### config.mk
export PLATFORM = sky130hd
export DESIGN_NAME = source_tokenizer
export DESIGN_NICKNAME = d
export VERILOG_FILES = /design/src/rtl/stok_pkg.sv /design/src/rtl/stok_scan.sv /design/src/rtl/stok_queue.sv /design/src/rtl/source_tokenizer.sv
export SDC_FILE = /design/constraint.sdc
export NUM_CORES = 1
export LEC_CHECK = 0
export ABC_AREA = 1
export BUFFER_PORTS_ARGS = -buffer_cell sky130_fd_sc_hd__buf_2
export CAP_MARGIN = 15
export CORE_MARGIN = 2
export CORE_UTILIZATION = 53
export CTS_CLUSTER_SIZE = 30
export DETAILED_ROUTE_END_ITERATION = 7
export GPL_TIMING_DRIVEN = 0
export HOLD_SLACK_MARGIN = 0.05
export PLACE_DENSITY = 0.71
export SKIP_LAST_GASP = 1
export SYNTH_ARGS = -nofsm -noshare
export SYNTH_HDL_FRONTEND = slang
export SYNTH_SLANG_ARGS = --single-unit
### constraint.sdc
create_clock -name clock -period 3.92 [get_ports clock]
set_input_delay 0.588 -clock clock [delete_from_list [all_inputs] [get_ports clock]]
set_output_delay 0.588 -clock clock [all_outputs]
set_load 0.01 [all_outputs]
### src/rtl/stok_pkg.sv
// ----------------------------------------------------------------------------
// stok_pkg
// Types, token kinds, error codes and lookup functions for the tokenizer.
// ----------------------------------------------------------------------------
`default_nettype none

package stok_pkg;

   // token kinds
   localparam logic [5:0] KIND_IDENT  = 6'd0;
   localparam logic [5:0] KIND_INT    = 6'd1;
   localparam logic [5:0] KIND_STR    = 6'd2;
   localparam logic [5:0] KIND_KW0    = 6'd3;
   localparam logic [5:0] KIND_DIV    = 6'd20;
   localparam logic [5:0] KIND_EQEQ   = 6'd31;
   localparam logic [5:0] KIND_ASSIGN = 6'd32;
   localparam logic [5:0] KIND_NE     = 6'd33;
   localparam logic [5:0] KIND_NOT    = 6'd34;
   localparam logic [5:0] KIND_LE     = 6'd35;
   localparam logic [5:0] KIND_LT     = 6'd36;
   localparam logic [5:0] KIND_GE     = 6'd37;
   localparam logic [5:0] KIND_GT     = 6'd38;
   localparam logic [5:0] KIND_ANDAND = 6'd39;
   localparam logic [5:0] KIND_OROR   = 6'd40;
   localparam logic [5:0] KIND_ERR    = 6'd41;
   localparam logic [5:0] KIND_END    = 6'd42;

   // error codes
   localparam logic [2:0] ERR_NONE     = 3'd0;
   localparam logic [2:0] ERR_UNTERM   = 3'd1;
   localparam logic [2:0] ERR_ESC_END  = 3'd2;
   localparam logic [2:0] ERR_BAD_ESC  = 3'd3;
   localparam logic [2:0] ERR_LONE_AMP = 3'd4;
   localparam logic [2:0] ERR_LONE_BAR = 3'd5;
   localparam logic [2:0] ERR_BAD_CHAR = 3'd6;

   localparam int          NUM_KW   = 14;
   localparam logic [15:0] LEN_MAX  = 16'hFFFF;

   // keyword text, first character in the lowest byte
   localparam logic [47:0] KW_TEXT [NUM_KW] = '{
      48'("fi"), 48'("esle"), 48'("elihw"), 48'("kaerb"), 48'("nruter"),
      48'("tcurts"), 48'("wen"), 48'("llun"), 48'("tni"), 48'("loob"),
      48'("gnirts"), 48'("diov"), 48'("eurt"), 48'("eslaf")
   };
   localparam logic [2:0] KW_LEN [NUM_KW] = '{
      3'd2, 3'd4, 3'd5, 3'd5, 3'd6, 3'd6, 3'd3, 3'd4, 3'd3, 3'd4, 3'd6, 3'd4,
      3'd4, 3'd5
   };

   // one result record
   typedef struct packed {
      logic        is_content;
      logic [5:0]  kind;
      logic [2:0]  error_code;
      logic [15:0] start_line;
      logic [15:0] start_col;
      logic [15:0] token_length;
      logic [7:0]  data_byte;
   } result_type;

   // keyword lookup over the first six buffered bytes
   function automatic logic [5:0] kw_kind(input logic [47:0] text, input logic [2:0] len);
      logic [5:0] k;
      logic       hit;
      k = KIND_IDENT;
      for (int i = NUM_KW - 1; i >= 0; i--) begin
         hit = (KW_LEN[i] == len);
         for (int j = 0; j < 6; j++) begin
            if (3'(j) < len && text[8*j +: 8] != KW_TEXT[i][8*j +: 8]) hit = 1'b0;
         end
         if (hit) k = KIND_KW0 + 6'(i);
      end
      return k;
   endfunction

   // single-character operators, error kind when none
   function automatic logic [5:0] single_kind(input logic [7:0] b);
      logic [5:0] k;
      unique case (b)
         "+":     k = 6'd17;
         "-":     k = 6'd18;
         "*":     k = 6'd19;
         "/":     k = KIND_DIV;
         "%":     k = 6'd21;
         "(":     k = 6'd22;
         ")":     k = 6'd23;
         "{":     k = 6'd24;
         "}":     k = 6'd25;
         "[":     k = 6'd26;
         "]":     k = 6'd27;
         ",":     k = 6'd28;
         ";":     k = 6'd29;
         ".":     k = 6'd30;
         default: k = KIND_ERR;
      endcase
      return k;
   endfunction

   // kind of a pending comparison or logic operator
   function automatic logic [5:0] op2_kind(input logic [7:0] p, input logic two);
      logic [5:0] k;
      unique case (p)
         "=":     k = two ? KIND_EQEQ : KIND_ASSIGN;
         "!":     k = two ? KIND_NE : KIND_NOT;
         "<":     k = two ? KIND_LE : KIND_LT;
         ">":     k = two ? KIND_GE : KIND_GT;
         "&":     k = two ? KIND_ANDAND : KIND_ERR;
         default: k = two ? KIND_OROR : KIND_ERR;
      endcase
      return k;
   endfunction

   function automatic logic [2:0] op2_err(input logic [7:0] p);
      logic [2:0] e;
      unique case (p)
         "&":     e = ERR_LONE_AMP;
         "|":     e = ERR_LONE_BAR;
         default: e = ERR_NONE;
      endcase
      return e;
   endfunction

endpackage

`default_nettype wire

### src/rtl/stok_scan.sv
// ----------------------------------------------------------------------------
// stok_scan
// Scanner state and the single-pass next-state and result logic.
// ----------------------------------------------------------------------------
`default_nettype none

module stok_scan #(
   parameter int KEYWORD_MAX_LEN = 6,
   parameter int POSITION_BITS   = 16
) (
   input  wire                   clock,
   input  wire                   reset,
   input  wire                   step,
   input  wire                   end_of_input,
   input  wire [7:0]             in_byte,
   output logic                  res0_valid,
   output logic                  res1_valid,
   output stok_pkg::result_type  res0,
   output stok_pkg::result_type  res1
);

   localparam logic [3:0] M_IDLE  = 4'd0;
   localparam logic [3:0] M_SLASH = 4'd1;
   localparam logic [3:0] M_LINE  = 4'd2;
   localparam logic [3:0] M_BLOCK = 4'd3;
   localparam logic [3:0] M_BSTAR = 4'd4;
   localparam logic [3:0] M_IDENT = 4'd5;
   localparam logic [3:0] M_NUM   = 4'd6;
   localparam logic [3:0] M_OP2   = 4'd7;
   localparam logic [3:0] M_STR   = 4'd8;
   localparam logic [3:0] M_ESC   = 4'd9;

   localparam logic [POSITION_BITS-1:0] POS_MAX = '1;
   localparam logic [POSITION_BITS-1:0] POS_ONE = POSITION_BITS'(1);

   logic [3:0]                         mode_ff, mode_in;
   logic [7:0]                         pend_ff, pend_in;
   logic [POSITION_BITS-1:0]           tline_ff, tline_in, tcol_ff, tcol_in;
   logic [POSITION_BITS-1:0]           cline_ff, cline_in, ccol_ff, ccol_in;
   logic [15:0]                        tlen_ff, tlen_in;
   logic [KEYWORD_MAX_LEN-1:0][7:0]    kbuf_ff, kbuf_in;

   stok_pkg::result_type e0, e1;
   logic                 v0, v1, redo;
   logic [15:0]          tlen_inc, tl16, tc16, cl16, cc16;
   logic [31:0]          tl_w, tc_w, cl_w, cc_w;
   logic [5:0]           word_kind, sk;
   logic                 is_letter, is_num, is_ws;

   // positions shown in 16 bits
   assign tl_w = 32'(tline_ff);
   assign tc_w = 32'(tcol_ff);
   assign cl_w = 32'(cline_ff);
   assign cc_w = 32'(ccol_ff);
   assign tl16 = tl_w[15:0];
   assign tc16 = tc_w[15:0];
   assign cl16 = cl_w[15:0];
   assign cc16 = cc_w[15:0];

   assign tlen_inc  = (tlen_ff == stok_pkg::LEN_MAX) ? tlen_ff : tlen_ff + 16'd1;
   assign is_letter = (in_byte >= "a" && in_byte <= "z") || (in_byte >= "A" && in_byte <= "Z")
                      || in_byte == "_";
   assign is_num    = in_byte >= "0" && in_byte <= "9";
   assign is_ws     = in_byte == " " || in_byte == 8'h09 || in_byte == 8'h0D
                      || in_byte == 8'h0A;
   assign sk        = stok_pkg::single_kind(in_byte);

   // identifier or keyword
   always_comb begin
      if (tlen_ff > 16'(KEYWORD_MAX_LEN)) begin
         word_kind = stok_pkg::KIND_IDENT;
      end else begin
         word_kind = stok_pkg::kw_kind(kbuf_ff[5:0], tlen_ff[2:0]);
      end
   end

   // next state and results for one transaction
   always_comb begin
      mode_in  = mode_ff;
      pend_in  = pend_ff;
      tline_in = tline_ff;
      tcol_in  = tcol_ff;
      tlen_in  = tlen_ff;
      cline_in = cline_ff;
      ccol_in  = ccol_ff;
      kbuf_in  = kbuf_ff;
      redo     = 1'b0;
      v0       = 1'b0;
      v1       = 1'b0;
      e0       = '{is_content: 1'b0, kind: stok_pkg::KIND_ERR,
                   error_code: stok_pkg::ERR_NONE, start_line: tl16, start_col: tc16,
                   token_length: tlen_ff, data_byte: 8'd0};
      e1       = e0;
      if (end_of_input) begin
         // flush pending token, then end token
         v0 = 1'b1;
         unique case (mode_ff)
            M_SLASH: e0.kind = stok_pkg::KIND_DIV;
            M_IDENT: e0.kind = word_kind;
            M_NUM:   e0.kind = stok_pkg::KIND_INT;
            M_OP2: begin
               e0.kind       = stok_pkg::op2_kind(pend_ff, 1'b0);
               e0.error_code = stok_pkg::op2_err(pend_ff);
            end
            M_STR:   e0.error_code = stok_pkg::ERR_UNTERM;
            M_ESC:   e0.error_code = stok_pkg::ERR_ESC_END;
            default: v0 = 1'b0;
         endcase
         v1 = 1'b1;
         e1 = '{is_content: 1'b0, kind: stok_pkg::KIND_END,
                error_code: stok_pkg::ERR_NONE, start_line: cl16, start_col: cc16,
                token_length: 16'd0, data_byte: 8'd0};
         mode_in  = M_IDLE;
         pend_in  = 8'd0;
         tline_in = POS_ONE;
         tcol_in  = POS_ONE;
         tlen_in  = 16'd0;
         cline_in = POS_ONE;
         ccol_in  = POS_ONE;
      end else begin
         // continue the token in progress
         unique case (mode_ff)
            M_SLASH: begin
               if (in_byte == "/") mode_in = M_LINE;
               else if (in_byte == "*") mode_in = M_BLOCK;
               else begin
                  v0      = 1'b1;
                  e0.kind = stok_pkg::KIND_DIV;
                  redo    = 1'b1;
               end
            end
            M_LINE:  if (in_byte == 8'h0A) mode_in = M_IDLE;
            M_BLOCK: if (in_byte == "*") mode_in = M_BSTAR;
            M_BSTAR: begin
               if (in_byte == "/") mode_in = M_IDLE;
               else if (in_byte != "*") mode_in = M_BLOCK;
            end
            M_IDENT: begin
               if (is_letter || is_num) begin
                  for (int i = 0; i < KEYWORD_MAX_LEN; i++) begin
                     if (tlen_ff == 16'(i)) kbuf_in[i] = in_byte;
                  end
                  tlen_in = tlen_inc;
               end else begin
                  v0      = 1'b1;
                  e0.kind = word_kind;
                  redo    = 1'b1;
               end
            end
            M_NUM: begin
               if (is_num) tlen_in = tlen_inc;
               else begin
                  v0      = 1'b1;
                  e0.kind = stok_pkg::KIND_INT;
                  redo    = 1'b1;
               end
            end
            M_OP2: begin
               v0 = 1'b1;
               if ((in_byte == "=" && pend_ff != "&" && pend_ff != "|")
                   || ((pend_ff == "&" || pend_ff == "|") && in_byte == pend_ff)) begin
                  tlen_in         = tlen_inc;
                  e0.token_length = tlen_inc;
                  e0.kind         = stok_pkg::op2_kind(pend_ff, 1'b1);
                  mode_in         = M_IDLE;
               end else begin
                  e0.kind       = stok_pkg::op2_kind(pend_ff, 1'b0);
                  e0.error_code = stok_pkg::op2_err(pend_ff);
                  redo          = 1'b1;
               end
            end
            M_STR: begin
               v0 = 1'b1;
               if (in_byte == "\"") begin
                  tlen_in         = tlen_inc;
                  e0.token_length = tlen_inc;
                  e0.kind         = stok_pkg::KIND_STR;
                  mode_in         = M_IDLE;
               end else if (in_byte == 8'h0A) begin
                  e0.error_code = stok_pkg::ERR_UNTERM;
                  redo          = 1'b1;
               end else if (in_byte == "\\") begin
                  v0      = 1'b0;
                  tlen_in = tlen_inc;
                  mode_in = M_ESC;
               end else begin
                  tlen_in         = tlen_inc;
                  e0.is_content   = 1'b1;
                  e0.kind         = stok_pkg::KIND_STR;
                  e0.token_length = 16'd0;
                  e0.data_byte    = in_byte;
               end
            end
            M_ESC: begin
               v0      = 1'b1;
               tlen_in = tlen_inc;
               if (in_byte == "n" || in_byte == "t" || in_byte == "\\" || in_byte == "\"") begin
                  e0.is_content   = 1'b1;
                  e0.kind         = stok_pkg::KIND_STR;
                  e0.token_length = 16'd0;
                  e0.data_byte    = (in_byte == "n") ? 8'h0A :
                                    (in_byte == "t") ? 8'h09 : in_byte;
                  mode_in         = M_STR;
               end else begin
                  e0.token_length = tlen_inc;
                  e0.error_code   = stok_pkg::ERR_BAD_ESC;
                  e0.data_byte    = in_byte;
                  mode_in         = M_IDLE;
               end
            end
            default: redo = 1'b1;
         endcase

         // start a new token from this byte
         if (redo) begin
            mode_in = M_IDLE;
            if (!is_ws) begin
               tline_in = cline_ff;
               tcol_in  = ccol_ff;
               tlen_in  = 16'd1;
               e1 = '{is_content: 1'b0, kind: sk, error_code: stok_pkg::ERR_NONE,
                      start_line: cl16, start_col: cc16, token_length: 16'd1,
                      data_byte: 8'd0};
               priority if (in_byte == "/") mode_in = M_SLASH;
               else if (is_letter) begin
                  kbuf_in[0] = in_byte;
                  mode_in    = M_IDENT;
               end
               else if (is_num) mode_in = M_NUM;
               else if (in_byte == "\"") mode_in = M_STR;
               else if (in_byte == "=" || in_byte == "!" || in_byte == "<" || in_byte == ">"
                        || in_byte == "&" || in_byte == "|") begin
                  pend_in = in_byte;
                  mode_in = M_OP2;
               end
               else begin
                  v1 = 1'b1;
                  if (sk == stok_pkg::KIND_ERR) begin
                     e1.error_code = stok_pkg::ERR_BAD_CHAR;
                     e1.data_byte  = in_byte;
                  end
               end
            end
         end

         // source position
         if (in_byte == 8'h0A) begin
            if (cline_ff != POS_MAX) cline_in = cline_ff + POS_ONE;
            ccol_in = POS_ONE;
         end else if (ccol_ff != POS_MAX) begin
            ccol_in = ccol_ff + POS_ONE;
         end
      end
   end

   // compact the two emit slots
   assign res0_valid = v0 || v1;
   assign res1_valid = v0 && v1;
   assign res0       = v0 ? e0 : e1;
   assign res1       = e1;

   // control state
   always_ff @(posedge clock) begin
      if (reset) begin
         mode_ff  <= M_IDLE;
         pend_ff  <= 8'd0;
         tline_ff <= POS_ONE;
         tcol_ff  <= POS_ONE;
         tlen_ff  <= 16'd0;
         cline_ff <= POS_ONE;
         ccol_ff  <= POS_ONE;
      end else if (step) begin
         mode_ff  <= mode_in;
         pend_ff  <= pend_in;
         tline_ff <= tline_in;
         tcol_ff  <= tcol_in;
         tlen_ff  <= tlen_in;
         cline_ff <= cline_in;
         ccol_ff  <= ccol_in;
      end
   end

   // keyword buffer, written before read
   always_ff @(posedge clock) begin
      if (step) kbuf_ff <= kbuf_in;
   end

endmodule

`default_nettype wire

### src/rtl/stok_queue.sv
// ----------------------------------------------------------------------------
// stok_queue
// Four-entry result queue taking up to two records per cycle.
// ----------------------------------------------------------------------------
`default_nettype none

module stok_queue (
   input  wire                   clock,
   input  wire                   reset,
   input  wire                   push0,
   input  wire                   push1,
   input  stok_pkg::result_type  data0,
   input  stok_pkg::result_type  data1,
   output logic                  room2,
   output logic                  out_valid,
   input  wire                   out_ready,
   output stok_pkg::result_type  out_data
);

   stok_pkg::result_type mem_ff [4];
   logic [1:0]           wr_ff, wr_in, rd_ff, rd_in;
   logic [2:0]           cnt_ff, cnt_in;
   logic                 pop;

   assign room2     = cnt_ff <= 3'd2;
   assign out_valid = cnt_ff != 3'd0;
   assign out_data  = mem_ff[rd_ff];
   assign pop       = out_valid && out_ready;

   // pointer and fill arithmetic
   always_comb begin
      wr_in  = wr_ff + 2'(push0) + 2'(push1);
      rd_in  = rd_ff + 2'(pop);
      cnt_in = cnt_ff + 3'(push0) + 3'(push1) - 3'(pop);
   end

   always_ff @(posedge clock) begin
      if (reset) begin
         wr_ff  <= 2'd0;
         rd_ff  <= 2'd0;
         cnt_ff <= 3'd0;
      end else begin
         wr_ff  <= wr_in;
         rd_ff  <= rd_in;
         cnt_ff <= cnt_in;
      end
   end

   // storage
   always_ff @(posedge clock) begin
      if (push0) mem_ff[wr_ff] <= data0;
      if (push1) mem_ff[wr_ff + 2'd1] <= data1;
   end

endmodule

`default_nettype wire

### src/rtl/source_tokenizer.sv
// ----------------------------------------------------------------------------
// source_tokenizer
// Streaming lexer: source bytes in, token records and string content out.
// ----------------------------------------------------------------------------
// channel  direction  tdata                 tuser
// req_     in         in_byte               op (1 = end of input)
// rsp_     out        error, pos, len, data is_content, kind
//
// Each byte is scanned in the cycle it is accepted and its up to two result
// transactions enter a four-entry queue; a byte can be taken every cycle while
// two slots are free. Bytes that emit two results drain at one per cycle, so the
// queue's free room sets the rate when those follow back to back.
// Synchronous reset returns the scanner to between tokens at line 1 col 1;
// req_tready stays low while reset is high.
// A stall on rsp_ only holds off req_ once the queue is nearly full.
`default_nettype none

module source_tokenizer #(
   parameter int KEYWORD_MAX_LEN = 6,
   parameter int POSITION_BITS   = 16
) (
   input  wire         clock,
   input  wire         reset,
   input  wire         req_tvalid,
   output logic        req_tready,
   input  wire  [7:0]  req_tdata,   // in_byte[7:0]
   input  wire         req_tuser,   // op
   output logic        rsp_tvalid,
   input  wire         rsp_tready,
   output logic [63:0] rsp_tdata,   // error_code[2:0], start_line[18:3], start_col[34:19],
                                    // token_length[50:35], data_byte[58:51], zero above
   output logic [6:0]  rsp_tuser    // is_content[0], kind[6:1]
);

   logic                 step, r0v, r1v, room2;
   stok_pkg::result_type r0, r1, head;

   assign req_tready = room2 && !reset;
   assign step       = req_tvalid && req_tready;

   // scanner
   stok_scan #(
      .KEYWORD_MAX_LEN (KEYWORD_MAX_LEN),
      .POSITION_BITS   (POSITION_BITS)
   ) u_scan (
      .clock        (clock),
      .reset        (reset),
      .step         (step),
      .end_of_input (req_tuser),
      .in_byte      (req_tdata),
      .res0_valid   (r0v),
      .res1_valid   (r1v),
      .res0         (r0),
      .res1         (r1)
   );

   // result queue
   stok_queue u_queue (
      .clock     (clock),
      .reset     (reset),
      .push0     (step && r0v),
      .push1     (step && r1v),
      .data0     (r0),
      .data1     (r1),
      .room2     (room2),
      .out_valid (rsp_tvalid),
      .out_ready (rsp_tready),
      .out_data  (head)
   );

   assign rsp_tdata = {5'd0, head.data_byte, head.token_length, head.start_col,
                       head.start_line, head.error_code};
   assign rsp_tuser = {head.kind, head.is_content};

endmodule

`default_nettype wire
==> results of run 1 <==
-- final cells by class --
class,instances,area share (%)
inverters,228,3.16
multi-input cells,2430,41.9
clock inverters,24,1.27
well taps,600,2.76
clock buffers,60,4.61
plain buffers,164,2.91
flip-flops and latches,411,41.4
repair buffers,90,2.00
-- critical path, stage by stage, from the launching register on --
cell	delay [ns]
dfxtp_1	0.49
clkbuf_2	0.33
inv_1	0.38
clkbuf_2	0.39
clkbuf_1	0.55
nor2_1	0.10
o22ai_1	0.28
buf_2	0.19
-- report_power, final --
| part | switching [mW] | internal [mW] |
|---|---|---|
| combinational | 3.09 | 1.11 |
| sequential | 0.123 | 4.88 |
| clock | 1.83 | 2.79 |
| total | 5.05 | 8.78 |
-- stage by stage --
step	total power [mW]	cell area, µm²	util [%]	TNS (ns)	setup WS [ns]
after floorplan	7.45	24200	-	0	0.387
after global placement	9.07	25300	56.1	-426.01	-1.51
after detailed placement	9.15	25500	56.4	-179.92	-0.758
after CTS	13.7	27100	60.0	0	0.00386
after global routing	14.3	27200	60.2	0	0.00270
final	13.8	27200	60.2	0	0.0109
-- cells by family after synthesis --
| kind of cell | share of synthesized area (%) |
|---|---|
| adders and majority gates | 0.714 |
| buffers and inverters | 6.76 |
| AOI/OAI and AO/OA | 12.3 |
| DFF | 46.6 |
| other | 0.0155 |
| xor gates and xnor gates | 0.797 |
| and+or+nand+nor | 32.8 |
-- what timing repair did --
action | CTS | global route
resized for setup | 10 | 19
setup buffers | 0 | 6
pin swaps | 0 | 3
gates cloned | 0 | 0
endpoints found under the setup margin | 218 | 193
hold buffers | 0 | 0
-- cell usage in the layout (no fill, tap or decap), types with 5 or more instances in the layout --
| cell type | count |
|---|---|
| nand2_1 | 886 |
| inv_1 | 203 |
| dfxtp_1 | 107 |
| xnor2_1 | 6 |
| nor4_1 | 7 |
| nor2_2 | 15 |
| a211oi_1 | 14 |
| nand3b_1 | 11 |
| bufinv_16 | 8 |
| conb_1 | 5 |
| o22ai_1 | 69 |
| edfxtp_1 | 304 |
| clkinv_2 | 6 |
| o21ai_1 | 36 |
| o211ai_1 | 17 |
| and2_1 | 7 |
| nor2_1 | 414 |
| nand3_1 | 342 |
| buf_2 | 135 |
| ha_1 | 9 |
| xor2_1 | 16 |
| buf_4 | 31 |
| nand2_8 | 5 |
| a22oi_1 | 14 |
| nand2_2 | 14 |
| a21oi_1 | 136 |
| inv_2 | 19 |
| a31oi_1 | 9 |
| nand4_1 | 38 |
| o21ai_0 | 225 |
| clkbuf_16 | 47 |
| nor3_1 | 60 |
| clkbuf_2 | 8 |
| o21ai_2 | 7 |
| or2_1 | 30 |
| nor2_4 | 6 |
| clkbuf_1 | 82 |
| clkinv_1 | 11 |
-- synth_stat cells, drive strengths merged --
| cell type | n |
|---|---|
| clkbuf | 80 |
| o31ai | 4 |
| o211ai | 17 |
| and2 | 7 |
| or2 | 31 |
| buf | 84 |
| nand4 | 39 |
| xnor2 | 6 |
| dfxtp | 107 |
| nor4 | 8 |
| nor3b | 1 |
| a22oi | 14 |
| clkinv | 4 |
| fa | 3 |
| edfxtp | 304 |
| o22ai | 70 |
| a311oi | 1 |
| o21ai | 268 |
| nor2 | 439 |
| nand2 | 906 |
| nor3 | 61 |
| and3 | 2 |
| inv | 224 |
| conb | 1 |
| xor2 | 16 |
| ha | 9 |
| a31oi | 9 |
| o2111ai | 3 |
| o21a | 4 |
| a21oi | 136 |
| a41oi | 1 |
| a211oi | 14 |
| nand3 | 344 |
| nand3b | 11 |
| o2bb2ai | 1 |
-- per-layer routing --
layer	vias up	global-route usage, %
met5	-	0
met1	11500	51.5
met3	269	7.81
li1	11200	-
met2	1366	58.6
met4	10	16.1
-- sequential cells by signal (all words and copies together) (netlist names) --
name and cells:
u_scan.cl16 16, u_scan.pend_ff 8, u_queue.mem_ff 264, u_queue.rd_ff 2
u_queue.wr_ff 2, u_scan.tlen_ff 16, u_queue.cnt_ff 3, u_scan.cc16 16
u_scan.tl16 16, u_scan.mode_ff 4, u_scan.tc16 16, u_scan.kbuf_ff 48
-- path summary, 6_finish.rpt --
| kind | slack, ns | endpoint | depth (start not counted) | start |
|---|---|---|---|---|
| hold reg to reg | 0.47 | u_queue.mem_ff[1][65] | 2 | u_queue.mem_ff[1][65] |
| hold / removal | 0.36 | u_scan.kbuf_ff[36] | 1 | req_tdata[4] |
| setup / recovery | 0.01 | rsp_tdata[57] | 7 | u_queue.rd_ff[0] |
| setup reg to reg | 0.08 | u_queue.mem_ff[2][0] | 15 | u_scan.mode_ff[0] |
==> results.ini, run 1 <==
[clock_tree]
cts_buffers = 45
cts.sinks = 411
h-tree-depth = 2
ctsLongestPathBuffers = 3
root_buffer = clkbuf_16
path_clk_slew_ns = 0.06
cts_tree = yes
insertion_delay_ns = 0.60

[route]
dr.pass1.iters = 6
via_per_inst = 6.06
vias = 24300
wl_um = 89700
routedLengthMet1_um = 37100
drcViolationCount = 0
wl_per_cell_um = 22.4
wl_met3_um = 9170
highest_layer = met5
drtIter0Drc = 3121
antenna_left = 0
wl_met2_um = 39500

[placed_design]
placed_cells = 3917
hpwl_um = 66300
gp_congestion = 0.986
portBuffers = 78

[flow_run]
max-cap-violations = 0

[timing]
setup_viol = 0
grt_setup_unrepaired = false
slew_headroom_pct = 20.6
hold_ws_ns = 0.356
min_period_over_period_pct = 99.7
finalMaxSlewViolations = 0
worst_pin_slew_ns = 1.18
period_minus_slack_ns = 3.91
fin_skew_ns = 0.0260
finalHoldViolations = 0
timing.fmax_mhz = 256

[logic_synthesis]
synthesis.area_um2 = 24200
netlist_instances = 3229
synth.avg_cell_area_um2 = 7.49
ys_seq_area_share_pct = 46.6
yosysTopAreaCell = edfxtp_1
netlist_top_cells_area = edfxtp_1, nand2_1, dfxtp_1, nand3_1, nor2_1
ys_seq_elements = 411
ys_types = 51
synth_top_area_share_pct = 37.7
synth_warnings = 0

[cells_and_area]
stdcell_count = 4007
final_nets = 3395
syn_to_final_growth_pct = 12.5
n_antenna_cell = 0
seq_area_um2 = 11300
drive_gt1_share_pct = 9.60
fillers = 4122
multi_input_area_um2 = 11400

[worst_setup_path]
worst_setup_path_start_kind = register
critPathCaptureType = output port
critPathMaxFanout = 10
arrival_ns = 3.32
critical_path_class = reg -> out
cp_data_required_time_ns = 3.33

[global_route]
grt_max_degree = 43
grt_pass1_wl_um = 135000
antenna_found_initial = 5
grt_pass1_vias = 22900
track_usage_pct = 37.8
overflow = 0

[pwr]
p_per_area_nw_per_um2 = 508
vdd_drop_max_uv = 346
leakagePower_nw = 10.9

[floorplanning]
core_area_um2 = 45200
fp.dieW_um = 218
dieArea_um2 = 47400
row_count = 78
start_util_pct = 53.5
die_h_um = 218
io_pins = 86

[worst_hold_path]
hold_path_class = in -> reg

[outcome]
status = complete, no violations

Power figures use the tool's default switching activity.
==> run 2, diff against run 1 <==
--- a/config.mk
+++ b/config.mk
@@ -9,12 +9,12 @@
 export BUFFER_PORTS_ARGS = -buffer_cell sky130_fd_sc_hd__buf_2
 export CAP_MARGIN = 15
 export CORE_MARGIN = 2
-export CORE_UTILIZATION = 53
+export CORE_UTILIZATION = 28
 export CTS_CLUSTER_SIZE = 30
 export DETAILED_ROUTE_END_ITERATION = 7
 export GPL_TIMING_DRIVEN = 0
 export HOLD_SLACK_MARGIN = 0.05
-export PLACE_DENSITY = 0.71
+export PLACE_DENSITY = 0.42
 export SKIP_LAST_GASP = 1
 export SYNTH_ARGS = -nofsm -noshare
 export SYNTH_HDL_FRONTEND = slang
==> run 2 against run 1 <==
Against the previous run:
- first-iteration DRC count fell by 35%
- non-clock buffer count rose by 3
- critical path depth up 7
- hold slack worse by 0.062 ns
- register-to-register slack better by 0.08 ns
- critical path type is now reg -> reg
- setup slack improved by 0.15 ns
==> results.ini, run 2 (same netlist as run 1, synthesis figures left out) <==
[outcome]
status = complete, no violations

[clock_tree]
postCtsHoldBufs = 0
cts_buffers = 51
insertion_delay_ns = 0.63
path_clk_slew_ns = 0.06
cts_tree = yes
ctsLongestPathBuffers = 3
cts.sinks = 411
root_buffer = clkbuf_16
h-tree-depth = 2

[pwr]
p_switching_mw = 5.44
vdd_drop_max_uv = 314
intPower_mw = 8.89
seq_power_share_pct = 34.9
clkPwrFrac_pct = 34.4
combPwrFrac_pct = 30.8
p_per_area_nw_per_um2 = 509
leakagePower_nw = 11.0
netSwitchingFraction_pct = 38.0

[timing]
worst_pin_slew_ns = 1.28
finalHoldViolations = 0
setup_viol = 0
grt_setup_unrepaired = true
setup-tns-final_ns = 0
fin_skew_ns = 0.0348
slew_headroom_pct = 13.8
setup_slack_ns = 0.158
finalMaxSlewViolations = 0
min_period_over_period_pct = 96.0
timing.fmax_mhz = 266
period_minus_slack_ns = 3.76

[route]
wl_per_cell_um = 22.2
vias = 23200
via_per_inst = 5.08
drtIter0Drc = 2020
antenna_left = 0
drcViolationCount = 0
wl_um = 102000
dr.pass1.iters = 7

[global_route]
antenna_found_initial = 0
overflow = 0
grt_pass1_vias = 22200
grt_max_degree = 41
grtUsageMet1_pct = 31.9
top_usage_layer = met2
grt_pass1_wl_um = 149000
grt_util_met2_pct = 36.1
grt_util_met3_pct = 2.39
track_usage_pct = 22.3

[cells_and_area]
top_register = u_queue.mem_ff
syn_to_final_growth_pct = 16.5
fillers = 9310
seq_area_um2 = 11300
final_nets = 3406
n_antenna_cell = 0
biggestRegsByFlops = u_queue.mem_ff (264), u_scan.kbuf_ff (48)
fin_area_um2 = 28200
final_common_cell = nand2_1
final_cell_mix = nand2_1, nor2_1, nand3_1
largest_reg_flops = 264
drive_gt1_share_pct = 10.4
multi_input_area_um2 = 11500

[worst_setup_path]
critPathCaptureType = register
r2r_end = u_queue.mem_ff[0][10]
r2r-start = u_scan.pend_ff[0]
worst_setup_path_start_kind = register
r2r_slack_ns = 0.16
critPathMaxFanout = 10
cp_data_required_time_ns = 4.40
critical_path_class = reg -> reg
arrival_ns = 4.24
r2r_cells = 14

[placed_design]
gp_congestion = 0.947
place_ws_ns = -1.27
portBuffers = 78
hpwl_um = 72900
placed_area_um2 = 26200

[floorplanning]
row_count = 107
start_util_pct = 28.3
io_pins = 86
fp.dieW_um = 298
die_h_um = 298
dieArea_um2 = 88700
core_area_um2 = 85400

[worst_hold_path]
min_path_cells = 1
hold_path_class = in -> reg
min_from = req_tdata[4]
min_to = u_scan.kbuf_ff[28]

[flow_run]
max-cap-violations = 0

-- run 2: cell types whose count changed in the layout (fill, tap and decap cells not counted), moves of 3 or more --
cell | previous run | this run
buf_2 | 135 | 132
buf_4 | 31 | 34
bufinv_16 | 8 | 4
clkbuf_16 | 47 | 53
clkbuf_4 | 2 | 6
clkbuf_8 | 3 | 6
clkinv_2 | 6 | 11
nor2_2 | 15 | 10
nor2_4 | 6 | 10
o22ai_1 | 69 | 64
o22ai_2 | 1 | 6
-- run 2: area by class of cell --
cell class	instances	share of cell area, %
inverter	228	3.08
sequential	411	40.0
clock inverter	26	0.981
timing repair buffer	93	2.07
tap	1144	5.08
clock buffer	70	5.15
multi-input combinational	2432	40.8
buffer	164	2.85
-- run 2: worst max-delay path by stage --
stage                            startpoint               endpoint  slack [ns]  cells past startpoint
after floorplan                req_tdata[0]   u_queue.mem_ff[1][0]        0.39                     15
after global placement         req_tdata[3]  u_queue.mem_ff[3][39]       -1.88                     16
after detailed placement              reset     u_scan.kbuf_ff[15]       -1.27                     11
after CTS                  u_queue.rd_ff[0]          rsp_tdata[17]       -0.08                      7
after global routing      u_scan.pend_ff[0]  u_queue.mem_ff[2][18]       -0.01                     14
final                     u_scan.pend_ff[0]  u_queue.mem_ff[0][10]        0.16                     14
-- run 2: repair_timing --
item / in CTS / in global routing
gates resized for setup: 25 / 21
setup buffers: 2 / 7
pin swaps: 2 / 5
endpoints found under the setup margin: 320 / 174
gates cloned: 1 / 1
-- run 2: metrics by stage --
step           hold slack [ns]  power, mW  std cells  utilization (%)
6_report                 0.294       14.3       4568             33.0
5_1_grt                  0.273       15.0       4568             33.0
4_1_cts                  0.261       14.4       4560             32.8
3_5_place_dp             0.454       9.46       4461             30.7
3_3_place_gp             0.451       9.45       4455             30.5
2_1_floorplan            0.439       7.45       3233                -
-- run 2: worst max-delay path, cell delays in order, from the launching register on --
cell     delay [ns]
dfxtp_1        0.34
inv_1          0.20
nand2_1        0.10
nor3_1         0.14
nand2_1        0.19
nand2_1        0.14
nand3_1        0.10
nand3_1        0.26
nand4_2        0.25
nand2_2        0.42
buf_2          0.37
nand3_1        0.11
o21ai_1        0.62
inv_1          0.21
nor2_1         0.14
-- run 2: routing by layer --
layer	vias to the layer above	routed length, µm
met2	740	45800
li1	11300	-
met3	129	5900
met4	0	2270
met1	11100	47600
met5	-	0
-- run 2: power by group through the flow --
stage               registers, mW  logic [mW]  clock network (mW)
floorplan                    5.05        2.41                   0
global placement             5.10        4.35                   0
detailed placement           5.08        4.37                   0
CTS                          4.99        4.42                5.01
global route                 5.01        4.79                5.19
finish                       4.99        4.41                4.92
